===== config.mk =====
export PLATFORM = sky130hd
export DESIGN_NAME = business_day_date_adder
export DESIGN_NICKNAME = d
export VERILOG_FILES = /design/src/rtl/core/bdda_pkg.sv /design/src/rtl/core/business_day_date_adder.sv /design/src/rtl/core/bdda_day_step.sv
export SDC_FILE = /design/constraint.sdc
export NUM_CORES = 1
export LEC_CHECK = 0
export ABC_AREA = 0
export BUFFER_PORTS_ARGS = -buffer_cell sky130_fd_sc_hd__buf_2
export CAP_MARGIN = 20
export CORE_MARGIN = 3
export CORE_UTILIZATION = 35
export DETAILED_ROUTE_END_ITERATION = 8
export SYNTH_ARGS = -nofsm -noshare
export SYNTH_HDL_FRONTEND = slang
export SYNTH_HIERARCHICAL = 1
export SYNTH_SLANG_ARGS = --single-unit

===== constraint.sdc =====
create_clock -name clk -period 4.9 [get_ports clk]
set_input_delay 0.98 -clock clk [delete_from_list [all_inputs] [get_ports clk]]
set_output_delay 0.98 -clock clk [all_outputs]
set_load 0.05 [all_outputs]

===== src/rtl/core/bdda_pkg.sv =====
package bdda_pkg;

	// limits and reset values
	localparam int          MAX_WORKING_DAYS = 4095;
	localparam logic [13:0] MAX_YEAR         = 14'd9999;
	localparam logic [6:0]  WEEKEND_RESET    = 7'd96;
	localparam logic [6:0]  WEEKEND_ALL      = 7'h7f;

	// divide by 100 through a reciprocal, exact for values below 10000
	localparam logic [12:0] RECIP_100   = 13'd5243;
	localparam int          RECIP_SHIFT = 19;

	// month codes
	localparam logic [3:0] MONTH_JAN = 4'd1;
	localparam logic [3:0] MONTH_FEB = 4'd2;
	localparam logic [3:0] MONTH_DEC = 4'd12;

	// weekday codes
	localparam logic [2:0] WD_SUNDAY   = 3'd0;
	localparam logic [2:0] WD_SATURDAY = 3'd6;

	// sequencer states
	typedef enum logic [2:0] {
		ST_IDLE,
		ST_MUL,
		ST_CAL,
		ST_WD,
		ST_COUNT,
		ST_SKIP,
		ST_FINISH
	} state_t;

	// running date plus the year residues that give the leap rule
	typedef struct packed {
		logic [4:0]  day;
		logic [3:0]  month;
		logic [13:0] year;
		logic [1:0]  y4;    // year mod 4
		logic [6:0]  y100;  // year mod 100
		logic [1:0]  q4;    // (year / 100) mod 4
		logic [2:0]  wd;
	} cal_t;

	// gregorian leap rule from residues
	function automatic logic leap_of(input logic [6:0] y100, input logic [1:0] q4,
		input logic [1:0] y4);
		logic lp;
		if (y100 == 7'd0) begin
			lp = (q4 == 2'd0);
		end else begin
			lp = (y4 == 2'd0);
		end
		return lp;
	endfunction

	// days in month, zero for a month code outside the year
	function automatic logic [4:0] days_in_month(input logic [3:0] month, input logic leap);
		logic [4:0] n;
		case (month)
			4'd1, 4'd3, 4'd5, 4'd7, 4'd8, 4'd10, 4'd12: n = 5'd31;
			4'd4, 4'd6, 4'd9, 4'd11:                    n = 5'd30;
			4'd2:                                       n = leap ? 5'd29 : 5'd28;
			default:                                    n = 5'd0;
		endcase
		return n;
	endfunction

	// (31 * mm) / 12 term of the weekday formula, by month
	function automatic logic [4:0] month_offset(input logic [3:0] month);
		logic [4:0] n;
		case (month)
			4'd1:    n = 5'd28;
			4'd2:    n = 5'd31;
			4'd3:    n = 5'd2;
			4'd4:    n = 5'd5;
			4'd5:    n = 5'd7;
			4'd6:    n = 5'd10;
			4'd7:    n = 5'd12;
			4'd8:    n = 5'd15;
			4'd9:    n = 5'd18;
			4'd10:   n = 5'd20;
			4'd11:   n = 5'd23;
			4'd12:   n = 5'd25;
			default: n = 5'd0;
		endcase
		return n;
	endfunction

	// mod 7 by folding octal digits, since 8 is 1 mod 7
	function automatic logic [2:0] mod7(input logic [14:0] x);
		logic [5:0] s1;
		logic [3:0] s2;
		logic [3:0] s3;
		s1 = 6'(x[2:0]) + 6'(x[5:3]) + 6'(x[8:6]) + 6'(x[11:9]) + 6'(x[14:12]);
		s2 = 4'(s1[2:0]) + 4'(s1[5:3]);
		s3 = (s2 >= 4'd7) ? s2 - 4'd7 : s2;
		return s3[2:0];
	endfunction

endpackage


===== src/rtl/core/business_day_date_adder.sv =====
// sequence: multiply, calendar setup and weekday states, then the count loop, the skip
//   loop and an output load; a rejected item goes from the weekday state to the output load
// throughput: one item at a time; the next item is taken in idle, once the last result
//   is loaded into the output register, which waits until the output is free
// a finished result waits in the output register while the next item is taken
// reset: weekend mask returns to Friday and Saturday, sequencer idle, no result
module business_day_date_adder #(
	parameter int MAX_WORKING_DAYS = bdda_pkg::MAX_WORKING_DAYS
) (
	input  logic        clk,
	input  logic        arst_n,
	input  logic        cfg_wr_en,
	input  logic [6:0]  cfg_wr_data,   // weekend_mask
	input  logic        s_tvalid,
	output logic        s_tready,
	input  logic [39:0] s_tdata,       // start_day, start_month, start_year, working_days
	output logic        m_tvalid,
	input  logic        m_tready,
	output logic [31:0] m_tdata,       // return_day, return_month, return_year, return_weekday
	output logic [0:0]  m_tuser        // bad_date
);

	bdda_pkg::state_t state_q, state_d;

	logic [6:0]  mask_q;
	logic [4:0]  sd_q;
	logic [3:0]  sm_q;
	logic [13:0] sy_q;
	logic [13:0] yy_q;
	logic [11:0] target_q;
	logic [11:0] count_q;
	logic [26:0] prod_q;
	logic [14:0] sum_q;
	logic [2:0]  wd0_q;
	logic        inval_q;
	logic        bad_q;
	bdda_pkg::cal_t cal_q;
	bdda_pkg::cal_t cal_nxt;
	logic        step_ovf;

	logic        m_tvalid_q;
	logic [31:0] m_tdata_q;
	logic        m_tuser_q;

	logic [4:0]  in_day;
	logic [3:0]  in_month;
	logic [13:0] in_year;
	logic [11:0] in_days;
	logic [11:0] in_target;
	logic        in_a;

	logic [6:0]  q_yy;
	logic [6:0]  r_yy;
	logic [6:0]  r_y;
	logic [6:0]  q_y;
	logic        start_leap;
	logic [4:0]  start_dim;
	logic        start_ok;
	logic [14:0] wd_sum;

	logic        accept;
	logic        out_free;
	logic        is_weekend;

	assign accept   = s_tvalid && s_tready;
	assign out_free = !m_tvalid_q || m_tready;
	assign s_tready = (state_q == bdda_pkg::ST_IDLE);
	assign m_tvalid = m_tvalid_q;
	assign m_tdata  = m_tdata_q;
	assign m_tuser  = m_tuser_q;

	// input unpacking and count clamp
	assign in_day    = s_tdata[4:0];
	assign in_month  = s_tdata[8:5];
	assign in_year   = s_tdata[22:9];
	assign in_days   = s_tdata[34:23];
	assign in_target = (32'(in_days) > 32'(MAX_WORKING_DAYS)) ? 12'(MAX_WORKING_DAYS) : in_days;
	assign in_a      = (in_month <= bdda_pkg::MONTH_FEB);

	// year / 100 from the registered product, then residues of the start year
	assign q_yy = prod_q[bdda_pkg::RECIP_SHIFT +: 7];
	assign r_yy = 7'(yy_q - 14'(q_yy) * 14'd100);
	always_comb begin
		r_y = r_yy;
		q_y = q_yy;
		if (yy_q != sy_q) begin
			if (r_yy == 7'd99) begin
				r_y = 7'd0;
				q_y = q_yy + 7'd1;
			end else begin
				r_y = r_yy + 7'd1;
			end
		end
	end
	assign start_leap = bdda_pkg::leap_of(r_y, q_y[1:0], sy_q[1:0]);
	assign start_dim  = bdda_pkg::days_in_month(sm_q, start_leap);
	assign start_ok   = (sy_q >= 14'd1) && (sy_q <= bdda_pkg::MAX_YEAR) &&
		(sm_q >= bdda_pkg::MONTH_JAN) && (sm_q <= bdda_pkg::MONTH_DEC) &&
		(sd_q >= 5'd1) && (sd_q <= start_dim);
	assign wd_sum = 15'(sd_q) + 15'(yy_q) + 15'(yy_q >> 2) - 15'(q_yy) + 15'(q_yy >> 2) +
		15'(bdda_pkg::month_offset(sm_q));

	// shared one-day stepper
	bdda_day_step u_step (
		.cur (cal_q),
		.nxt (cal_nxt),
		.ovf (step_ovf)
	);

	assign is_weekend = mask_q[cal_q.wd];

	// sequencer next state
	always_comb begin
		state_d = state_q;
		case (state_q)
			bdda_pkg::ST_IDLE: begin
				if (accept) state_d = bdda_pkg::ST_MUL;
			end
			bdda_pkg::ST_MUL: begin
				state_d = bdda_pkg::ST_CAL;
			end
			bdda_pkg::ST_CAL: begin
				state_d = bdda_pkg::ST_WD;
			end
			bdda_pkg::ST_WD: begin
				if (inval_q || mask_q == bdda_pkg::WEEKEND_ALL) state_d = bdda_pkg::ST_FINISH;
				else state_d = bdda_pkg::ST_COUNT;
			end
			bdda_pkg::ST_COUNT: begin
				if (count_q >= target_q) state_d = bdda_pkg::ST_SKIP;
				else if (step_ovf) state_d = bdda_pkg::ST_FINISH;
			end
			bdda_pkg::ST_SKIP: begin
				if (!is_weekend || step_ovf) state_d = bdda_pkg::ST_FINISH;
			end
			bdda_pkg::ST_FINISH: begin
				if (out_free) state_d = bdda_pkg::ST_IDLE;
			end
			default: begin
				state_d = bdda_pkg::ST_IDLE;
			end
		endcase
	end

	// control registers
	always_ff @(posedge clk or negedge arst_n) begin
		if (!arst_n) begin
			state_q    <= bdda_pkg::ST_IDLE;
			mask_q     <= bdda_pkg::WEEKEND_RESET;
			m_tvalid_q <= 1'b0;
		end else begin
			state_q <= state_d;
			if (cfg_wr_en) mask_q <= cfg_wr_data;
			if (state_q == bdda_pkg::ST_FINISH && out_free) begin
				m_tvalid_q <= 1'b1;
			end else if (m_tready) begin
				m_tvalid_q <= 1'b0;
			end
		end
	end

	// datapath registers
	always_ff @(posedge clk) begin
		case (state_q)
			bdda_pkg::ST_IDLE: begin
				if (accept) begin
					sd_q     <= in_day;
					sm_q     <= in_month;
					sy_q     <= in_year;
					yy_q     <= in_year - 14'(in_a);
					target_q <= in_target;
				end
			end
			bdda_pkg::ST_MUL: begin
				prod_q <= 27'(yy_q) * 27'(bdda_pkg::RECIP_100);
			end
			bdda_pkg::ST_CAL: begin
				sum_q      <= wd_sum;
				inval_q    <= !start_ok;
				cal_q.day  <= sd_q;
				cal_q.month <= sm_q;
				cal_q.year <= sy_q;
				cal_q.y4   <= sy_q[1:0];
				cal_q.y100 <= r_y;
				cal_q.q4   <= q_y[1:0];
			end
			bdda_pkg::ST_WD: begin
				wd0_q    <= bdda_pkg::mod7(sum_q);
				cal_q.wd <= bdda_pkg::mod7(sum_q);
				count_q  <= 12'd0;
				bad_q    <= inval_q || (mask_q == bdda_pkg::WEEKEND_ALL);
			end
			bdda_pkg::ST_COUNT: begin
				if (count_q < target_q) begin
					if (!is_weekend) count_q <= count_q + 12'd1;
					if (step_ovf) bad_q <= 1'b1;
					else cal_q <= cal_nxt;
				end
			end
			bdda_pkg::ST_SKIP: begin
				if (is_weekend) begin
					if (step_ovf) bad_q <= 1'b1;
					else cal_q <= cal_nxt;
				end
			end
			bdda_pkg::ST_FINISH: begin
				if (out_free) begin
					m_tuser_q <= bad_q;
					if (bad_q) begin
						m_tdata_q <= {6'd0, (inval_q ? bdda_pkg::WD_SUNDAY : wd0_q),
							sy_q, sm_q, sd_q};
					end else begin
						m_tdata_q <= {6'd0, cal_q.wd, cal_q.year, cal_q.month, cal_q.day};
					end
				end
			end
			default: begin
			end
		endcase
	end

endmodule


===== src/rtl/core/bdda_day_step.sv =====
module bdda_day_step (
	input  bdda_pkg::cal_t cur,
	output bdda_pkg::cal_t nxt,
	output logic           ovf
);

	logic [4:0] dim;

	// length of the current month
	assign dim = bdda_pkg::days_in_month(cur.month,
		bdda_pkg::leap_of(cur.y100, cur.q4, cur.y4));

	// advance one day, flag a step past the last supported year
	always_comb begin
		nxt = cur;
		ovf = 1'b0;
		if (cur.day >= dim) begin
			nxt.day = 5'd1;
			if (cur.month >= bdda_pkg::MONTH_DEC) begin
				if (cur.year >= bdda_pkg::MAX_YEAR) begin
					ovf = 1'b1;
					nxt = cur;
				end else begin
					nxt.month = bdda_pkg::MONTH_JAN;
					nxt.year  = cur.year + 14'd1;
					nxt.y4    = cur.y4 + 2'd1;
					if (cur.y100 == 7'd99) begin
						nxt.y100 = 7'd0;
						nxt.q4   = cur.q4 + 2'd1;
					end else begin
						nxt.y100 = cur.y100 + 7'd1;
					end
				end
			end else begin
				nxt.month = cur.month + 4'd1;
			end
		end else begin
			nxt.day = cur.day + 5'd1;
		end
		if (!ovf) begin
			nxt.wd = (cur.wd == bdda_pkg::WD_SATURDAY) ? bdda_pkg::WD_SUNDAY : cur.wd + 3'd1;
		end
	end

endmodule


### After elaboration in Yosys (flattened, before gate mapping)

Memories as Yosys holds them, arrays and structs flattened. A register that Yosys moved wholly into a read port is not among the register bits.
Index checks and enable logic that the tools add are counted.

* memories: 1
* bits in read-only memories: 80
* output and inout port bits: 35
* word-level logic and storage cells: 189
* register bits after elaboration: 188
* bits of input ports: 52

Memories
* (no name shown): depth 16, bits a word 5, rd ports 1, clocked after Yosys merged registers in 1, wr ports 0, RTL line bdda_pkg.sv:71 `case (month)`

* magnitude comparators: 14
* add/subtract/negate cells: 23
* equal/unequal tests: 42
* multiply operators: 2
* reductions and logical operators: 34
* muxes and demuxes: 50

Operators by type and width (number)
* two-way mux 37 bit: 3
* case mux 34 bit (3 select lines): 1
* == test 4 bit, second input constant: 10
* == test 4 x 3 -> 1 bit, second input constant: 8
* two-way mux 32 bit: 1
* adder 15 x 5 -> 15 bit: 2
* case mux 5 bit (3 select lines): 2
* two-way mux 29 bit: 1
* two-way mux 28 bit: 1
* multiplier 14 x 13 -> 26 bit, second input constant: 1
* two-way mux 26 bit: 1
* two-way mux 12 bit: 2
* two-way mux 3 bit: 8
* case mux 12 bit (2 select lines): 1
* == test 7 bit, second input constant: 3
* two-way mux 7 bit: 3
* case mux 3 bit (7 select lines): 1
* == test 4 x 2 -> 1 bit, second input constant: 4
* adder 15 x 12 -> 15 bit: 1
* adder 5 x 14 -> 15 bit: 1
* two-way mux 5 bit: 3
* subtractor 15 x 7 -> 15 bit: 1
* adder 14 x 1 -> 14 bit, second input constant: 1
* adder 7 x 1 -> 7 bit, second input constant: 2
* other kinds (54): 103

### Logic depth before layout (Yosys ltp)

Gate-level depths: netlist of run 1.

* depth in word-level cells: 12
* depth in mapped cells: 20
* mapped depth without buffers: 20

### By module

The synthesis of run 1 kept the hierarchy.

Modules (own cells, without submodules)
* business_day_date_adder: area each 12933.7 um^2, cells an instance 1144, seq. area each 4942.2 um^2, instances 1
* bdda_day_step: area each 1022.2 um^2, cells an instance 156, seq. area each 0.0 um^2, instances 1

### Worst setup path after synthesis of run 1

Ideal clock, no wire load.

* kind: reg-to-reg
* start: register yy_q[11]
* end: register prod_q[25], data pin
* library setup time: 271 ps
* arrival time: 5025 ps
* period minus slack after synthesis: 5296 ps
* buffers on the path: 0
* path slack: -396 ps
* data required time: 4629 ps
* stages on the path, launching flop included: 21
* cells stage by stage: edfxtp_1 > inv_1 > fa_1 > inv_1 > ha_1 > inv_1 > fa_1 > inv_1 > fa_1 > inv_1 > fa_1 > inv_1 > ha_1 > a21o_1 > a21o_1 > a22o_1 > a31oi_1 > a21oi_1 > and4_1 > a2111oi_0 > xnor2_1

* cells in the longest elaborated chain, start to end: 1

RTL lines
* start: declaration: RTL line business_day_date_adder.sv:29 `logic [13:0] yy_q;`
* start signal: assignment: RTL line business_day_date_adder.sv:170 `yy_q <= in_year - 14'(in_a);`
* multiplier 14 x 13 -> 26 bit: RTL line business_day_date_adder.sv:175 `prod_q <= 27'(yy_q) * 27'(bdda_pkg::RECIP_100);`
* end signal: assignment: RTL line business_day_date_adder.sv:175
* end: declaration: RTL line business_day_date_adder.sv:32 `logic [26:0] prod_q;`

Every way passes these cells.
A chain may end at the register's enable or synchronous reset.

### Worst setup path after layout of run 1

Ends and elaborated chain as after synthesis.

==> summary.md, run 1 <==
| Metric | Value |
|---|---|
| Clock tree sinks | 168 |
| Critical R2R Launch | yy_q[11] |
| Remaining global-route overflow | 0 |
| RSZ-0062 raised after global routing | true |
| Fin cells | 1973 |
| Critical path's largest stage delay | 540 ps |
| Prevailing post-synth register cell | edfxtp_1 |
| GR peak layer | met2 |
| CP max stage cell | edfxtp_1 |
| Critical path's most frequent cell | fa_1 |
| # DRC | 0 |
| Layout cells sized above 1 | 17.6% |
| Die height | 206 um |
| Largest net degree at the start of global routing | 49 |
| Post-Syn Instances | 1300 |
| Detailed-route via count | 9634 |
| Outcome | complete, but fails checks |
| Minimum clock period | 4950 ps |
| Die Area | 42300 um^2 |
| Synthesized flop and latch total | 168 |
| M3 GR Usage | 2.97% |
| Sequential share of the synthesized area | 35.4% |
| Vias in the first global route | 9732 |
| Max-slew violations | 0 |
| Die extent in x | 206 um |
| CTS Buf Count | 17 |
| Final Setup Violations | 1 |
| TritonCTS clock tree | yes |
| GR Util All Layers | 15.2% |
| Worst hold path class | input port to asynchronous set/reset pin |
| Netlist cell types | 71 |
| Beginning of the critical path | yy_q[11] |
| GPL Wtd Cong | 0.868 |
| Syn Area/Cell | 10.7 um^2 |
| Fin. Hold Viols | 0 |
| Post-route ant nets | 0 |
| DP Wirelength | 24.9 mm |
| Clock latency on the worst-skew pair | 440 ps |
| Nets | 1771 |
| Synth-to-Final Area Change | 15.4% |
| IO buf count | 75 |
| Final critical-path share of the clock period | 101% |
| FP Rows | 72 |
| Htree depth | 4 |
| Antenna Cells | 0 |
| Reg2reg path depth | 20 |
| Via/cell ratio | 4.88 |
| # hold bufs at CTS | 0 |
| Met1 Use GR | 21.7% |
| Wire length per cell | 15.6 um |
| Final setup slack of the worst path | -49.2 ps |
| Highest clock rate | 202 MHz |
| Clock root cell | clkbuf_16 |
| Worst Max-Slew Pin Slew | 1090 ps |
| Critical Path Fanout Max | 6 |
| Initial Utilization | 35.8% |
| DR iter-0 viols | 562 |
| Setup CP Type | register to register |
| Core footprint | 39000 um^2 |
| Pre-CTS setup slack | -200 ps |
| Share of flip-flops with an asynchronous set or reset | 6.55% |
| CP cell instances | inv_2 > fa_1 > inv_1 > ha_1 > inv_1 > fa_1 > inv_2 > fa_1 > inv_1 > fa_1 > inv_2 > ha_4 > a21o_1 > a21o_1 > a22o_1 > a31oi_4 > a21oi_2 > and4_4 > a2111oi_4 > xnor2_1 |
| WP data required | 5090 ps |
| Crit path DAT | 5140 ps |
| Failing checks | setup timing |
| Critical Path Start Type | register |
| Ys Warns | 6 |
| GR Util met2 | 23.9% |
| TNS Setup | -49.2 ps |
| I/O Pins | 87 |
| 1st-pass router iterations | 4 |
| Routed WL | 30.8 mm |
| Post-synth EDFFs | 152 |
| Slew headroom | 26.9% |
| Critical path capture point type | register |
| First-pass GRT wire length | 50.7 mm |
| Fin util | 41.3% |
| Placed instance count | 1938 |
| CTS max path bufs | 2 |
| Layout filler cell count | 3749 |
| Worst-path clk slew | 70 ps |
| Max cap viols | 0 |
| Initial antenna violation count | 0 |
| Layout Skew | 9.98 ps |
| Mapped cell area | 14000 um^2 |
[critical path, delay by kind of cell (launching register included)]
family	cells	cell delay, ps
xor gates and xnor gates	1	100
adders and majority gates	6	2500
AOI/OAI and AO/OA	6	1070
and+or+nand+nor	1	160
DFF	1	540
buffers and inverters	6	310
[cell families after synthesis]
group                    count (synthesis)  share of synthesized area (%)
AND/OR/NAND/NOR                        322                           11.4
adder cells (fa/ha/maj)                277                           29.9
buffers and inverters                  241                           6.73
flip-flops                             168                           35.4
AO/OA/AOI/OAI                          160                           7.32
XOR/XNOR                                89                           5.68
multiplexers                            42                           3.50
other                                    1                         0.0269
[sequential cells by signal, summed over array words and instances (netlist names), 3 cells and up, named ones only]
register / flops
yy_q: 14
sd_q: 5
state_q: 3
sum_q: 15
prod_q: 7
target_q: 12
sm_q: 4
mask_q: 7
count_q: 12
cal_q: 37
wd0_q: 3
sy_q: 14
m_tdata: 26
[routing by layer]
layer	vias to the layer above	routed length (um)
li1	4716	-
met1	4729	15000
met2	165	14300
met3	24	1160
met4	0	382
met5	-	0
[worst paths after layout]
check / slack (ps) / endpoint
max in group asynchronous: 4230 / mask_q[5]
worst max register to register: -50 / prod_q[25]
worst min-delay path: 400 / mask_q[0]
worst max-delay path: -50 / prod_q[25]
min in group clk: 540 / mask_q[1]
worst min register to register: 540 / mask_q[1]
[layout by cell type (no fill, tap or decap), types with 9 or more instances in the layout]
cell type | synthesis | routed
xor2_1 | 25 | 24
clkbuf_16 | 0 | 17
nor4_1 | 11 | 11
and3_1 | 9 | 9
xnor2_1 | 63 | 61
nor3_1 | 18 | 16
ha_1 | 183 | 181
nand4_1 | 18 | 18
nor2b_1 | 15 | 14
a21o_1 | 17 | 17
inv_1 | 210 | 202
dfrtp_1 | 9 | 9
mux2_2 | 34 | 33
nor2_1 | 71 | 69
edfxtp_1 | 152 | 152
nand3_1 | 21 | 21
buf_2 | 4 | 75
nand2_1 | 113 | 113
a21oi_1 | 35 | 29
fa_1 | 94 | 94
o21ai_0 | 46 | 45
buf_4 | 6 | 74
[synth_stat cells (6+ instances only)]
cell | count | area (um^2)
a21o_1 | 17 | 128
a21oi_1 | 35 | 175
a31oi_1 | 9 | 56.3
and3_1 | 9 | 56.3
buf_4 | 6 | 45.0
clkbuf_1 | 19 | 71.3
dfrtp_1 | 9 | 225
edfxtp_1 | 152 | 4560
fa_1 | 94 | 1880
ha_1 | 183 | 2290
inv_1 | 210 | 788
mux2_2 | 34 | 383
mux2i_1 | 6 | 60.1
nand2_1 | 113 | 424
nand2b_1 | 9 | 56.3
nand3_1 | 21 | 105
nand3b_1 | 6 | 45.0
nand4_1 | 18 | 113
nor2_1 | 71 | 267
nor2b_1 | 15 | 93.8
nor3_1 | 18 | 90.1
nor4_1 | 11 | 68.8
o21a_1 | 8 | 60.1
o21ai_0 | 46 | 230
or3_1 | 8 | 50.1
xnor2_1 | 63 | 552
xor2_1 | 25 | 219
[final cells by class]
cell class / instances / area [um^2] / share of cell area [%]
multi-input combinational: 896 / 8240 / 51.2
sequential: 168 / 4940 / 30.7
clock buffer: 17 / 425 / 2.64
timing repair buffer: 149 / 931 / 5.78
tap: 518 / 648 / 4.03
inverter: 210 / 788 / 4.90
clock inverter: 15 / 129 / 0.800
[stage by stage]
stage	instance area (um^2)	hold slack, ps
2_1_floorplan	14000	446
3_3_place_gp	15400	516
3_5_place_dp	15400	526
4_1_cts	16100	388
5_1_grt	16100	401
6_report	16100	400
[what timing repair did]
action                     CTS  global route
setup endpoints to repair    3            10
resized for setup            8            13
setup buffers                4             0
pin swaps                    4             4
Power of run 1 is not shown: default switching activity piles up to over one toggle a cycle in this logic, so the estimate is an artifact.
==> run 2: changes to the inputs <==
--- a/config.mk
+++ b/config.mk
@@ -5,12 +5,13 @@
 export SDC_FILE = /design/constraint.sdc
 export NUM_CORES = 1
 export LEC_CHECK = 0
-export ABC_AREA = 0
+export ABC_AREA = 1
 export BUFFER_PORTS_ARGS = -buffer_cell sky130_fd_sc_hd__buf_2
 export CAP_MARGIN = 20
 export CORE_MARGIN = 3
 export CORE_UTILIZATION = 35
 export DETAILED_ROUTE_END_ITERATION = 8
+export REMOVE_ABC_BUFFERS = 1
 export SYNTH_ARGS = -nofsm -noshare
 export SYNTH_HDL_FRONTEND = slang
 export SYNTH_HIERARCHICAL = 1
==> run 2 against run 1 <==
Against the previous run: global-route usage up 0.29 points; die area up 4.4%; final cell count up 17%; first-iteration DRC count up 24%; core utilization down 0.86 points; routed wire length up 9.2%; the flow now finishes without violations; final area up 3.0%; synthesized cell count up 26%; sequential cell count unchanged.
==> summary.md, run 2 <==
| Metric | Value |
|---|---|
| Wire length per cell | 14.6 um (was 15.6 um) |
| Placed instance count | 2259 (was 1938) |
| # DRC | 0 (unchanged) |
| Critical path's largest stage delay | 550 ps (was 540 ps) |
| Largest area contributor in the netlist | edfxtp_1 (unchanged) |
| Syn Area/Cell | 8.94 um^2 (was 10.7 um^2) |
| Clock latency on the worst-skew pair | 460 ps (was 440 ps) |
| Reg with most FFs | cal_q (unchanged) |
| RSZ-0062 raised after global routing | true (unchanged) |
| Htree depth | 4 (unchanged) |
| GR Util met2 | 25.3% (was 23.9%) |
| Max-slew violations | 0 (unchanged) |
| DR iter-0 viols | 695 (was 562) |
| IO buf count | 75 (unchanged) |
| Max reg flops | 37 (unchanged) |
| Initial antenna violation count | 0 (unchanged) |
| Most common cell in the netlist | inv_1 (unchanged) |
| Clock root cell | clkbuf_16 (unchanged) |
| Most frequent cells in the layout | inv_1 (311), nand2_1 (294), ha_1 (181) (was inv_1 (202), ha_1 (181), edfxtp_1 (152)) |
| I/O Pins | 87 (unchanged) |
| Final critical-path share of the clock period | 95.3% (was 101%) |
| Clock tree sinks | 168 (unchanged) |
| Vias in the first global route | 10800 (was 9732) |
| Synth-to-Final Area Change | 13.6% (was 15.4%) |
| Synth cell count leaders | inv_1 (315), nand2_1 (296), ha_1 (183) (was inv_1 (210), ha_1 (183), edfxtp_1 (152)) |
| Critical path's most frequent cell | inv_1 (was fa_1) |
| Mapped cell area | 14600 um^2 (was 14000 um^2) |
| Minimum clock period | 4670 ps (was 4950 ps) |
| Worst Max-Slew Pin Slew | 885 ps (was 1090 ps) |
| Post-route ant nets | 0 (unchanged) |
| Max cap viols | 0 (unchanged) |
| Largest net degree at the start of global routing | 64 (was 49) |
| Reg-to-reg endpoint | prod_q[25] (unchanged) |
| Synth top area cells | edfxtp_1 (31%), ha_1 (16%), fa_1 (13%) (was edfxtp_1 (33%), ha_1 (16%), fa_1 (13%)) |
| Layout filler cell count | 4045 (was 3749) |
| Sequential share of the synthesized area | 33.9% (was 35.4%) |
| Multi-input logic area | 8400 um^2 (was 8240 um^2) |
| Worst-path clk slew | 80 ps (was 70 ps) |
| Core footprint | 41000 um^2 (was 39000 um^2) |
| Synthesized flop and latch total | 168 (unchanged) |
| Layout Skew | 15.1 ps (was 9.98 ps) |
| First-pass GRT wire length | 54.0 mm (was 50.7 mm) |
| Crit path DAT | 4880 ps (was 5140 ps) |
| GPL Wtd Cong | 0.861 (was 0.868) |
| Critical Path Fanout Max | 5 (was 6) |
| FP Rows | 74 (was 72) |
| Netlist cell types | 55 (was 71) |
| Critical path capture point type | register (unchanged) |
| Initial Utilization | 35.6% (was 35.8%) |
| CP cell instances | inv_2 > fa_1 > inv_1 > ha_1 > inv_1 > fa_1 > inv_1 > fa_1 > inv_1 > fa_1 > inv_1 > ha_1 > nand2_1 > buf_4 > nor2_1 > a21oi_1 > o211ai_1 > nand2_1 > o311ai_1 > xnor2_1 (was inv_2 > fa_1 > inv_1 > ha_1 > inv_1 > fa_1 > inv_2 > fa_1 > inv_1 > fa_1 > inv_2 > ha_4 > a21o_1 > a21o_1 > a22o_1 > a31oi_4 > a21oi_2 > and4_4 > a2111oi_4 > xnor2_1) |
| CP top delay family | adder cells (unchanged) |
| Remaining global-route overflow | 0 (unchanged) |
| Register Area | 4940 um^2 (unchanged) |
| CP max stage cell | fa_1 (was edfxtp_1) |
| Highest clock rate | 214 MHz (was 202 MHz) |
| 1st-pass router iterations | 5 (was 4) |
| Detailed-route via count | 11000 (was 9634) |
| Fin. Hold Viols | 0 (unchanged) |
| Buf/Inv on CP | 7 (was 6) |
| Critical R2R Launch | yy_q[12] (was yy_q[11]) |
| Via/cell ratio | 4.79 (was 4.88) |
| Reg-to-reg setup timing slack | 230 ps (was -50 ps) |
| Commonest non-fill, non-tap cell in the layout | inv_1 (unchanged) |
| CTS Buf Count | 17 (unchanged) |
| WP data required | 5110 ps (was 5090 ps) |
| Post-Syn Instances | 1632 (was 1300) |
| Layout cells sized above 1 | 11.9% (was 17.6%) |
| TNS Setup | 0 ps (was -49.2 ps) |
| CTS max path bufs | 2 (unchanged) |
| GR peak layer | met2 (unchanged) |
| Top cell type's share of synthesized area | 31.3% (was 32.7%) |
| Fin cells | 2299 (was 1973) |
| Slew headroom | 40.5% (was 26.9%) |
| Routed WL | 33.7 mm (was 30.8 mm) |
| Prevailing post-synth register cell | edfxtp_1 (unchanged) |
| Die height | 210 um (was 206 um) |
| Ys Warns | 6 (unchanged) |
| TritonCTS clock tree | yes (unchanged) |
| Worst Hold Slack | 388 ps (was 400 ps) |
| Reg2reg path depth | 20 (unchanged) |
| Nets | 2083 (was 1771) |
| M3 GR Usage | 2.53% (was 2.97%) |
| Antenna Cells | 0 (unchanged) |
| Die Area | 44200 um^2 (was 42300 um^2) |
| Critical Path Start Type | register (unchanged) |
| Beginning of the critical path | yy_q[12] (was yy_q[11]) |
| GR Util All Layers | 15.5% (was 15.2%) |
| Final Setup Violations | 0 (was 1) |
| Post-synth EDFFs | 152 (unchanged) |
| Outcome | finished clean (was complete, but fails checks) |
| Worst hold path class | input port to asynchronous set/reset pin (unchanged) |
| DP Wirelength | 27.3 mm (was 24.9 mm) |
| Setup CP Type | register to register (unchanged) |
| Share of flip-flops with an asynchronous set or reset | 6.55% (unchanged) |
| Die extent in x | 210 um (was 206 um) |
| Met1 Use GR | 21.3% (was 21.7%) |
## run 2: cell families after synthesis
| logic type | count (synthesis) | share of synthesized area, % |
|---|---|---|
| AOI/OAI and AO/OA | 245 | 9.19 |
| DFF | 168 | 33.9 |
| xor gates and xnor gates | 47 | 2.82 |
| and+or+nand+nor | 543 | 16.0 |
| other | 1 | 0.0257 |
| muxes | 3 | 0.232 |
| adders and majority gates | 277 | 28.6 |
| buffers and inverters | 348 | 9.29 |
## run 2: what timing repair did
item / CTS / global route
hold buffers: 0 / 0
buffers inserted: 0 / 8
setup endpoints to repair: 0 / 3
gates resized for setup: 0 / 18
## run 2: per-stage QoR
stage	util, %	area [um^2]	setup WS (ps)
2_1_floorplan	-	14500	250
3_3_place_gp	38.5	15800	62.8
3_5_place_dp	38.6	15800	59.3
4_1_cts	40.1	16400	66.9
5_1_grt	40.4	16600	-4.88
6_report	40.4	16600	230
## run 2: worst register-to-register path, cell delays in order (launching register included)
cell	delay, ps
edfxtp_1	380
inv_2	100
fa_1	520
inv_1	40
ha_1	260
inv_1	40
fa_1	470
inv_1	50
fa_1	530
inv_1	60
fa_1	550
inv_1	50
ha_1	330
nand2_1	170
buf_4	160
nor2_1	40
a21oi_1	180
o211ai_1	180
nand2_1	90
o311ai_1	100
xnor2_1	140
## run 2: metal layers
layer	part of all wire (%)	vias up
met5	0	-
met4	1.9	0
met3	4.0	49
met2	46	220
met1	48	5181
li1	-	5570
## run 2: layout make-up
type | instances | share of cell area (%)
multi-input combinational | 1121 | 50.7
clock inverter | 15 | 1.15
clock buffer | 17 | 2.57
tap | 532 | 4.02
sequential | 168 | 29.8
inverter | 324 | 7.34
timing repair buffer | 122 | 4.46
## run 2: how the worst max path moves through the flow
| stage | depth (start not counted) | endpoint | slack [ps] |
|---|---|---|---|
| CTS | 19 | prod_q[24] | 70 |
| floorplan | 20 | prod_q[24] | 250 |
| global placement | 17 | prod_q[24] | 60 |
| global route | 19 | prod_q[25] | -5 |
| finish | 20 | prod_q[25] | 230 |
| detailed placement | 19 | prod_q[24] | 60 |
Power of run 2 is left out for the same reason.
